$ cat config.mk
export PLATFORM = sky130hd
export DESIGN_NAME = lbft_ram
export DESIGN_NICKNAME = d
export VERILOG_FILES = /design/src/rtl/lbft_ram.sv
export SDC_FILE = /design/constraint.sdc
export NUM_CORES = 1
export LEC_CHECK = 0
export BUFFER_PORTS_ARGS = -buffer_cell sky130_fd_sc_hd__buf_2
export CORE_ASPECT_RATIO = 1.25
export CORE_MARGIN = 8
export CORE_UTILIZATION = 54
export CTS_CLUSTER_DIAMETER = 40
export DETAILED_ROUTE_END_ITERATION = 12
export PLACE_DENSITY = 0.83
export SYNTH_ARGS = -nofsm -noshare
export SYNTH_HDL_FRONTEND = slang
export SYNTH_SLANG_ARGS = --single-unit
$ cat constraint.sdc
create_clock -name clk -period 1.6 [get_ports clk]
set_input_delay 0.16 -clock clk [delete_from_list [all_inputs] [get_ports clk]]
set_output_delay 0.16 -clock clk [all_outputs]
set_load 0.05 [all_outputs]
$ cat src/rtl/lbft_ram.sv
// Generic single-write, single-read synchronous RAM with registered read data.
// Self-contained; no package dependency.
module lbft_ram #(
	parameter int WIDTH = 8,
	parameter int DEPTH = 16
) (
	input  logic                     clk,
	input  logic                     we,
	input  logic [$clog2(DEPTH)-1:0] waddr,
	input  logic [WIDTH-1:0]         wdata,
	input  logic                     re,
	input  logic [$clog2(DEPTH)-1:0] raddr,
	output logic [WIDTH-1:0]         rdata
);

	logic [WIDTH-1:0] mem_q [DEPTH];

	// Write port.
	always_ff @(posedge clk) begin
		if (we) begin
			mem_q[waddr] <= wdata;
		end
	end

	// Read port with registered read data.
	always_ff @(posedge clk) begin
		if (re) begin
			rdata <= mem_q[raddr];
		end
	end

endmodule

==> results.md <==
- Top post-synthesis cells by area: edfxtp_1, mux4_2, mux4_1, a22oi_1, nor2_1
- Yosys reg bits: 136
- Worst skew pair latency: 0.42 ns
- Setup CP Type: reg2reg
- H-tree levels: 4
- Unrepaired setup endpoints after global routing: false
- Worst slew pin tran: 0.4619 ns
- Synth Cell Area: 5228 µm²
- Worst path cell trace: mux4_2, a22oi_1, nand2_1
- DPL Wire Length: 6704 µm
- Max incr delay on CP: 0.47 ns
- Setup Skew: 0.008425 ns
- Final critical-path share of the clock period: 94.54%
- Post-synthesis xor/xnor area fraction: 0%
- CTS Buf Count: 17
- Vias in the first global route: 2784
- First-pass GRT wire length: 16370 µm
- Post-Route Setup TNS: 0 ns
- Post-route cell area: 6311 µm²
- Routed len/inst: 24.98 µm
- Full die area: 13100 µm²
- Crit path max-delay cell type: mux4_2
- Synth unique cells: 18
- Crit path max-delay family: multiplexers
- DRT Pass-1 Iters: 4
- Worst EP required: 1.76 ns
- Core ar.: 9509 µm²
- Vias post-DR: 2664
- Routed WL: 10770 µm
- Leak pwr: 2.167 nW
- Max-slew headroom: 69.21%
- Initial Util: 54.97%
- Congestion Overflow GR: 0
- Proportion of synthesized area in mux cells: 14.79%
- Synth-to-layout area growth: 20.73%
- Global Route Usage Sum: 17.35%
- Fin nets: 311
- Hold Vio Cnt, Final: 0
- Final Critical Period: 1.513 ns
- MaxCap Viol Count: 0
- Die width: 104 µm
- Setup violators final: 0
- Worst min-delay path class: in2reg
- Yosys top cell area share: 78.12%
- Yosys top cell by area: edfxtp_1
- Main combinational cell family by area after synthesis: multiplexers
- Post-Synth Adder-Cell Area: 0%
- Highest clock rate: 661.1 MHz
- Antenna cells: 0
- Ports: 27
- Status: finished, final reports clean
- CTS tree: done
- Compound-Gate Fraction of Synth Area: 2.298%
- Drt via density: 6.181
- Worst VDD drop: 0.0009127 V
- Number of port buffers: 26
- Buffer and inverter count on the worst path: 0
- Largest net degree at the start of global routing: 21
- Final ANT Viol Nets: 0
- Non-Filler Instances: 431
- Syn nets: 248
- Crit path DAT: 1.68 ns
- Hold Slack: 0.1211 ns
- Clk root buf: clkbuf_16
- Placed cell area: 5694 µm²
- Cts hold-fix bufs: 0
- CTS Buffer Depth: 2
- # clock sinks: 136
- Pwr/cell area: 1343 nW/µm²
- GPL Wtd Cong: 0.7548
- CP Launch Type: flop
- Synth Warn #: 0
- Setup bufs post-CTS: 0
- Row count: 40
- Drt first-iter violations: 203
- Syn avg cell area: 22.83 µm²
- Initial antenna violation count: 0
- Clk slew on worst S/H paths: 0.06 ns
- Die Height: 126.0 µm
- Post-synthesis simple-gate area fraction: 3.135%
- Max-slew violation count: 0
- Placed Instances: 399
- Drc violations: 0
- Critical Path Sink Type: flop
- Sequential share of the synthesized area: 78.12%
- Worst Path Max Fanout: 1
- Post-Syn Instances: 229
- Share of cells above drive strength 1: 34.10%
registers in the layout, indices dropped and copies added, names as in the netlist:
name / flops
rdata: 8
mem_q: 128
cells in the mapped netlist, drive strengths merged:
library cell / count
edfxtp: 136
and2b: 1
a22oi: 16
nor2b: 1
nand2b: 2
nand3b: 2
or3b: 1
nand2: 9
buf: 7
nand3: 1
mux4: 32
and2: 1
clkdlybuf4s25: 3
nor2: 13
nor3: 4
routing by layer:
| metal | GRT usage [%] | vias up | share of wire [%] |
|---|---|---|---|
| li1 | - | 1109 | - |
| met1 | 20.79 | 1370 | 40 |
| met2 | 26.51 | 156 | 49 |
| met3 | 6.276 | 29 | 7.7 |
| met4 | 10.33 | 0 | 3.3 |
| met5 | 0 | - | 0 |
final timing paths:
| kind | from | end | slack, ns | cells past startpoint |
|---|---|---|---|---|
| setup / recovery | mem_q[2][7] | rdata[7] | 0.09 | 3 |
| hold / removal | re | rdata[7] | 0.12 | 1 |
| setup reg to reg | mem_q[2][7] | rdata[7] | 0.09 | 3 |
| hold reg to reg | mem_q[4][1] | rdata[1] | 0.75 | 3 |
cells in the final DEF (no fill, tap or decap), drive strengths merged:
cell type	count
nand3	1
and2b	1
clkbuf	19
or3b	1
bufinv	4
nand2	9
buf	54
nor2b	1
a22oi	16
nand2b	2
nand3b	2
edfxtp	136
clkinvlp	3
clkinv	6
mux4	32
nor3	4
nor2	13
and2	1
where the power goes:
part           total, mW  internal, mW  switching [mW]
sequential          4.04          4.02          0.0241
clock               3.99          2.59            1.39
combinational      0.447         0.173           0.274
cells by family after synthesis:
logic type,Yosys count
AOI/OAI and AO/OA,16
buffers and inverters,10
DFF,136
and+or+nand+nor,35
muxes,32
worst reg2reg max path: cells and delay by family (launching register included):
| kind | cells | cell delay (ns) |
|---|---|---|
| compound gates | 1 | 0.33 |
| flops | 1 | 0.37 |
| mux | 1 | 0.47 |
| simple gates | 1 | 0.09 |
repair_timing:
item / 4_1_cts / 5_1_grt
gates resized for setup: 0 / 1
endpoints found under the hold margin: 0 / 0
setup endpoints to repair: 0 / 1
cell type report:
cell class / instances / area (µm²)
clock buffer: 19 / 432.9
clock inverter: 13 / 178.9
multi-input combinational: 83 / 1067
timing repair buffer: 54 / 390.4
tap: 126 / 157.7
fill: 600 / 3198
sequential: 136 / 4084
per-stage QoR:
step	util, %	worst slack, ns	power (mW)
3_3_place_gp	59.88	-0.1172	4.537
2_1_floorplan	-	0.1576	4.368
3_5_place_dp	59.88	-0.1251	4.556
6_report	66.37	0.08735	8.475
4_1_cts	66.32	0.08655	8.526
5_1_grt	66.37	0.05431	8.699
No activity file was read; power rests on OpenSTA's default activity.
