[src/rtl/lbft_pkg.sv]
// Shared types and constants for the learning bridge forwarding table.
// Used by the scan controller and the top level. No dependencies.
package lbft_pkg;

	// Table geometry.
	localparam int TABLE_ENTRIES = 128;
	localparam int ENTRY_W       = $clog2(TABLE_ENTRIES);
	localparam int COUNT_W       = $clog2(TABLE_ENTRIES + 1);

	// Field widths.
	localparam int ADDR_W = 48;
	localparam int PORT_W = 2;
	localparam int ACT_W  = 2;

	// Forwarding decisions.
	localparam logic [ACT_W-1:0] ACT_FORWARD = 2'd0;
	localparam logic [ACT_W-1:0] ACT_DISCARD = 2'd1;
	localparam logic [ACT_W-1:0] ACT_FLOOD   = 2'd2;

	// One frame header request.
	typedef struct packed {
		logic [ADDR_W-1:0] dst_addr;
		logic [ADDR_W-1:0] src_addr;
		logic [PORT_W-1:0] in_port;
	} req_t;

	// One forwarding result.
	typedef struct packed {
		logic [ACT_W-1:0]  action;
		logic [PORT_W-1:0] out_port;
		logic              learned;
		logic              table_full;
	} rsp_t;

	// One stored table entry.
	typedef struct packed {
		logic [ADDR_W-1:0] addr;
		logic [PORT_W-1:0] port;
	} entry_t;

	// Table memory read and write commands.
	typedef struct packed {
		logic               re;
		logic [ENTRY_W-1:0] raddr;
	} mem_rd_t;

	typedef struct packed {
		logic               we;
		logic [ENTRY_W-1:0] waddr;
		entry_t             wdata;
	} mem_wr_t;

	// Controller status toward the top level.
	typedef struct packed {
		logic busy;
		logic done;
	} ctrl_status_t;

endpackage

[src/rtl/lbft_ctrl.sv]
// Scan controller: linear lookup of destination and source over the filled
// entries, then the append of an unknown source while room remains. Uses lbft_pkg.
module lbft_ctrl (
	input  logic                  clk,
	input  logic                  arst_n,
	input  logic                  start,
	input  lbft_pkg::req_t        req,
	input  logic                  out_free,
	output lbft_pkg::ctrl_status_t status,
	output lbft_pkg::rsp_t        rsp,
	output lbft_pkg::mem_rd_t     mem_rd,
	output lbft_pkg::mem_wr_t     mem_wr,
	input  lbft_pkg::entry_t      mem_rdata
);
	import lbft_pkg::*;

	typedef enum logic [2:0] {
		S_IDLE = 3'b001,
		S_SCAN = 3'b010,
		S_DONE = 3'b100
	} state_t;

	state_t            state_q;
	req_t              req_q;
	logic [COUNT_W-1:0] fill_q;
	logic [COUNT_W-1:0] rd_idx_q;
	logic              cmp_s1;
	logic              dst_hit_q;
	logic [PORT_W-1:0] dst_port_q;
	logic              src_hit_q;

	logic issue_left;
	logic is_full;
	logic finish;
	logic do_learn;

	assign issue_left = rd_idx_q < fill_q;
	assign is_full    = fill_q == COUNT_W'(TABLE_ENTRIES);
	assign finish     = (state_q == S_DONE) && out_free;
	assign do_learn   = !src_hit_q && !is_full;

	// Read one entry per cycle while entries remain.
	assign mem_rd.re    = (state_q == S_SCAN) && issue_left;
	assign mem_rd.raddr = rd_idx_q[ENTRY_W-1:0];

	// Append the source at the fill point when the result is handed over.
	assign mem_wr.we         = finish && do_learn;
	assign mem_wr.waddr      = fill_q[ENTRY_W-1:0];
	assign mem_wr.wdata.addr = req_q.src_addr;
	assign mem_wr.wdata.port = req_q.in_port;

	assign status.busy = state_q != S_IDLE;
	assign status.done = state_q == S_DONE;

	// Result from the scan flags.
	always_comb begin
		rsp.action     = ACT_FLOOD;
		rsp.out_port   = '0;
		if (dst_hit_q) begin
			if (dst_port_q != req_q.in_port) begin
				rsp.action   = ACT_FORWARD;
				rsp.out_port = dst_port_q;
			end else begin
				rsp.action = ACT_DISCARD;
			end
		end
		rsp.learned    = do_learn;
		rsp.table_full = !src_hit_q && is_full;
	end

	// Sequencer and fill count.
	always_ff @(posedge clk or negedge arst_n) begin
		if (!arst_n) begin
			state_q  <= S_IDLE;
			fill_q   <= '0;
			rd_idx_q <= '0;
			cmp_s1   <= 1'b0;
		end else begin
			cmp_s1 <= mem_rd.re;
			case (state_q)
				S_IDLE: begin
					if (start) begin
						rd_idx_q <= '0;
						state_q  <= S_SCAN;
					end
				end
				S_SCAN: begin
					if (issue_left) begin
						rd_idx_q <= rd_idx_q + COUNT_W'(1);
					end else if (!cmp_s1) begin
						state_q <= S_DONE;
					end
				end
				S_DONE: begin
					if (out_free) begin
						if (do_learn) begin
							fill_q <= fill_q + COUNT_W'(1);
						end
						state_q <= S_IDLE;
					end
				end
				default: begin
					state_q <= S_IDLE;
				end
			endcase
		end
	end

	// Request capture and match tracking; the first destination match wins.
	always_ff @(posedge clk) begin
		if (start && (state_q == S_IDLE)) begin
			req_q     <= req;
			dst_hit_q <= 1'b0;
			src_hit_q <= 1'b0;
		end else if (cmp_s1) begin
			if (!dst_hit_q && (mem_rdata.addr == req_q.dst_addr)) begin
				dst_hit_q  <= 1'b1;
				dst_port_q <= mem_rdata.port;
			end
			if (mem_rdata.addr == req_q.src_addr) begin
				src_hit_q <= 1'b1;
			end
		end
	end

endmodule

[config.mk]
export PLATFORM = sky130hd
export DESIGN_NAME = lbft_ctrl
export DESIGN_NICKNAME = d
export VERILOG_FILES = /design/src/rtl/lbft_pkg.sv /design/src/rtl/lbft_ctrl.sv
export SDC_FILE = /design/constraint.sdc
export NUM_CORES = 1
export LEC_CHECK = 0
export BUFFER_PORTS_ARGS = -buffer_cell sky130_fd_sc_hd__buf_2
export CAP_MARGIN = 20
export CORE_MARGIN = 1
export CORE_UTILIZATION = 45
export DETAILED_ROUTE_END_ITERATION = 6
export MAX_ROUTING_LAYER = met4
export PLACE_DENSITY = 0.77
export RECOVER_POWER = 25
export SYNTH_ARGS = -nofsm -noshare
export SYNTH_HDL_FRONTEND = slang
export SYNTH_SLANG_ARGS = --single-unit
[constraint.sdc]
create_clock -name clk -period 2.38 [get_ports clk]
set_input_delay 0.595 -clock clk [delete_from_list [all_inputs] [get_ports clk]]
set_output_delay 0.595 -clock clk [all_outputs]
set_load 0.01 [all_outputs]
==> run summary <==
run status = finished, violations left
failing checks = negative setup slack
Max Fclk = 401 MHz
top cell type's share of synthesized area = 0.511
Final Cell Area = 7400 um2
Slowest cell on crit path = dfrtp_1
YS warnings = 0
Post-DP Area = 6790 um2
Layout area overhead = 25.9%
Final period util = 1.05
CTS Root Cell = clkbuf_16
ANT nets after route = 0
syn nets = 598
hold path endpoint = req_q[56]$_DFFE_PP_
Ports = 226
# fillers = 1042
number of global-route vias before repair = 3919
Worst setup SP type = flip-flop
Iter 0 DRT Violations = 220
post-synthesis sequential area ratio = 0.603
r2r setup slk = 270 ps
initial antenna violation count = 1
Critical Path AT = 1900 ps
Die ar. = 13500 um2
net load switching power = 1.96 mW
cells on worst reg2reg path = 8
final count of pins violating max slew = 0
clock slew at reported path FFs = 60 ps
Post-synth EDFFs = 100
Fin. Hold Viols = 0
layout cell share with drive strength beyond 1 = 0.439
R2R Path End = rd_idx_q[3]$_DFFE_PN0P_
Comb power frac = 0.202
Die Wd = 116 um
sequential share of power = 0.451
Hold Startpoint = req[56]
top_reg_cell synth = edfxtp_1
Final Util = 0.584
Synth area leader = edfxtp_1
Crit Path Class = reg -> out
pwr dens = 919 nW/um2
sw frac = 0.288
leakage = 3.16 nW
global-route congestion overflow total = 0
RD Place Congestion = 0.849
Clock power frac = 0.347
Initial Util = 0.464
gate count of the mapped netlist = 436
DR vias = 3939
number of buffers created by CTS = 17
wire per inst = 16.9 um
Internal = 4.84 mW
syn avg cell area = 13.5 um2
flip-flop and latch count after synthesis = 122
slew margin rel. = 0.286
maximum VDD drop = 619 uV
CP endpoint kind = output pin
drt via density = 4.87
Period minus WS final = 2490 ps
maximum clock insertion buffer count = 2
cts hold-fix bufs = 0
worst hold margin = 354 ps
GRT Resource Usage Total = 0.209
final WL = 13700 um
clock sinks = 122
CP peak stage delay = 380 ps
first-pass GRT wire length = 19600 um
Synth cell types = 45
FFs w/ async S/R, synth = 0.164
synthesized area = 5880 um2
Setup Skew = 13.3 ps
largest net degree at the start of global routing = 62
Hold Crit Class = in -> reg
Final #Nets = 785
Critical Path RT = 1780 ps
CTS tree = yes
drt drc = 0
setup ws final = -113 ps
# rows = 41
post-DP HPWL = 10800 um
hold path depth = 1
IO buf count = 225
RSZ-0062 raised after global routing = true
Core Area = 12700 um2
H-tree depth = 4
crit-path max FO = 3
final setup vio count = 1
CP Cell Sequence = inv_2, ha_4, a21o_1, a211o_1, a211oi_4, buf_2
Worst-Margin Slew = 1070 ps
drt first pass iters = 4
Max Cap Violations = 0
Worst R2R Start = fill_q[1]$_DFFE_PN0P_
chip height = 116 um
top cells by area, synth = edfxtp_1 (51%), xor2_1 (9.1%), buf_4 (8.3%)
worst skew pair latency = 410 ps
-- routing by layer --
layer	GRT usage	wire length, um	up-vias
met5	-	0	-
met4	0.0932	334	0
met3	0.0483	877	24
met2	0.370	7360	171
met1	0.223	5140	1868
li1	-	-	1876
-- layout make-up --
cell class / instances / area [um2] / share of cell area
Sequential cell: 122 / 3550 / 0.479
Multi-Input combinational cell: 229 / 1790 / 0.242
Timing Repair Buffer: 234 / 1220 / 0.165
Clock buffer: 17 / 425 / 0.0575
Tap cell: 172 / 215 / 0.0291
Clock inverter: 15 / 128 / 0.0172
Inverter: 19 / 73.8 / 0.00998
Antenna cell: 1 / 2.50 / 0.000338
-- registers in the layout (all words and copies together), names as in the netlist --
signal	cells
src_hit_q	1
state_q	3
rd_idx_q	8
cmp_s1	1
req_q	48
mem_wr	50
fill_q	8
dst_hit_q	1
dst_port_q	2
-- through the flow --
step / cells / total power, mW / TNS (ps) / setup slack (ps)
after floorplan: 436 / 4.04 / 0 / 161
after global placement: 773 / 4.42 / 0 / 102
after detailed placement: 773 / 4.46 / -12.8 / -6.43
after CTS: 808 / 6.86 / -182 / -175
after global routing: 809 / 7.08 / -263 / -186
final: 809 / 6.80 / -113 / -113
-- how the worst max path moves through the flow --
stage                                  startpoint                       to  slack, ps  cells after the start
after floorplan             fill_q[1]$_DFFE_PN0P_                mem_rd[7]        160                      6
after global placement               mem_rdata[3]  dst_port_q[0]$_DFFE_PP_        100                      5
after detailed placement             mem_rdata[3]  dst_port_q[1]$_DFFE_PP_         -6                      5
after CTS                 rd_idx_q[1]$_DFFE_PN0P_                mem_rd[7]       -180                      5
after global routing        fill_q[1]$_DFFE_PN0P_                mem_rd[7]       -190                      6
final                       fill_q[1]$_DFFE_PN0P_                mem_rd[7]       -110                      6
-- critical path: cells and delay by family (launching register included) --
kind,cells,cell delay (ps)
fa+ha+maj,1,190
buf+inv,2,250
flops,1,380
compound gates,3,670
-- synthesized netlist by cell type (2+ instances only) --
library cell,number
xnor2_1,37
a21o_1,2
a221o_1,4
o22ai_1,2
nor2_2,2
and2_1,2
ha_1,10
nor3_1,2
inv_1,18
dfrtp_1,19
nor4_1,17
o21ai_0,3
nand4_1,14
nand3_1,8
xor2_1,61
a211o_1,2
o21ai_1,6
a21oi_1,5
dfxtp_1,2
nand2_1,13
and3_1,7
buf_4,65
a22o_1,2
o2bb2ai_1,2
nor3b_2,2
nor2_1,8
edfxtp_1,100
nand2b_1,2
nor2b_1,2
or2_1,2
-- cells by family (layout without fill, tap and decap cells) --
kind of cell,Yosys count,after routing,synth area share
mux,1,1,0.00192
other cells,0,1,0
fa+ha+maj,10,10,0.0213
xor+xnor,98,98,0.146
simple gates,88,88,0.0904
compound gates,32,32,0.0404
flops,122,122,0.603
buf+inv,85,285,0.0970
-- power by group through the flow --
| stage | clock network, mW | logic [mW] | registers, mW |
|---|---|---|---|
| 2_1_floorplan | 0 | 0.990 | 3.05 |
| 3_3_place_gp | 0 | 1.33 | 3.09 |
| 3_5_place_dp | 0 | 1.36 | 3.11 |
| 4_1_cts | 2.41 | 1.39 | 3.06 |
| 5_1_grt | 2.48 | 1.50 | 3.10 |
| 6_report | 2.36 | 1.37 | 3.06 |
-- what timing repair did --
| action | 4_1_cts | 5_1_grt |
|---|---|---|
| pin swaps | 2 | 0 |
| buffers inserted | 3 | 0 |
| endpoints found under the setup margin | 4 | 4 |
| resized for setup | 4 | 2 |
| endpoints found under the hold margin | 0 | 0 |
-- cells in the final DEF, fill, tap and decap left out, types with 6 or more instances in the layout --
cell       count
buf_2        224
edfxtp_1     100
xor2_1        61
xnor2_1       37
dfrtp_1       18
clkbuf_16     17
inv_1         16
nor4_1        16
nand4_1       14
nand2_1       13
ha_1           9
nor2_1         8
nand3_1        8
and3_1         7
buf_4          7
o21ai_1        6
Power figures use the tool's default switching activity.
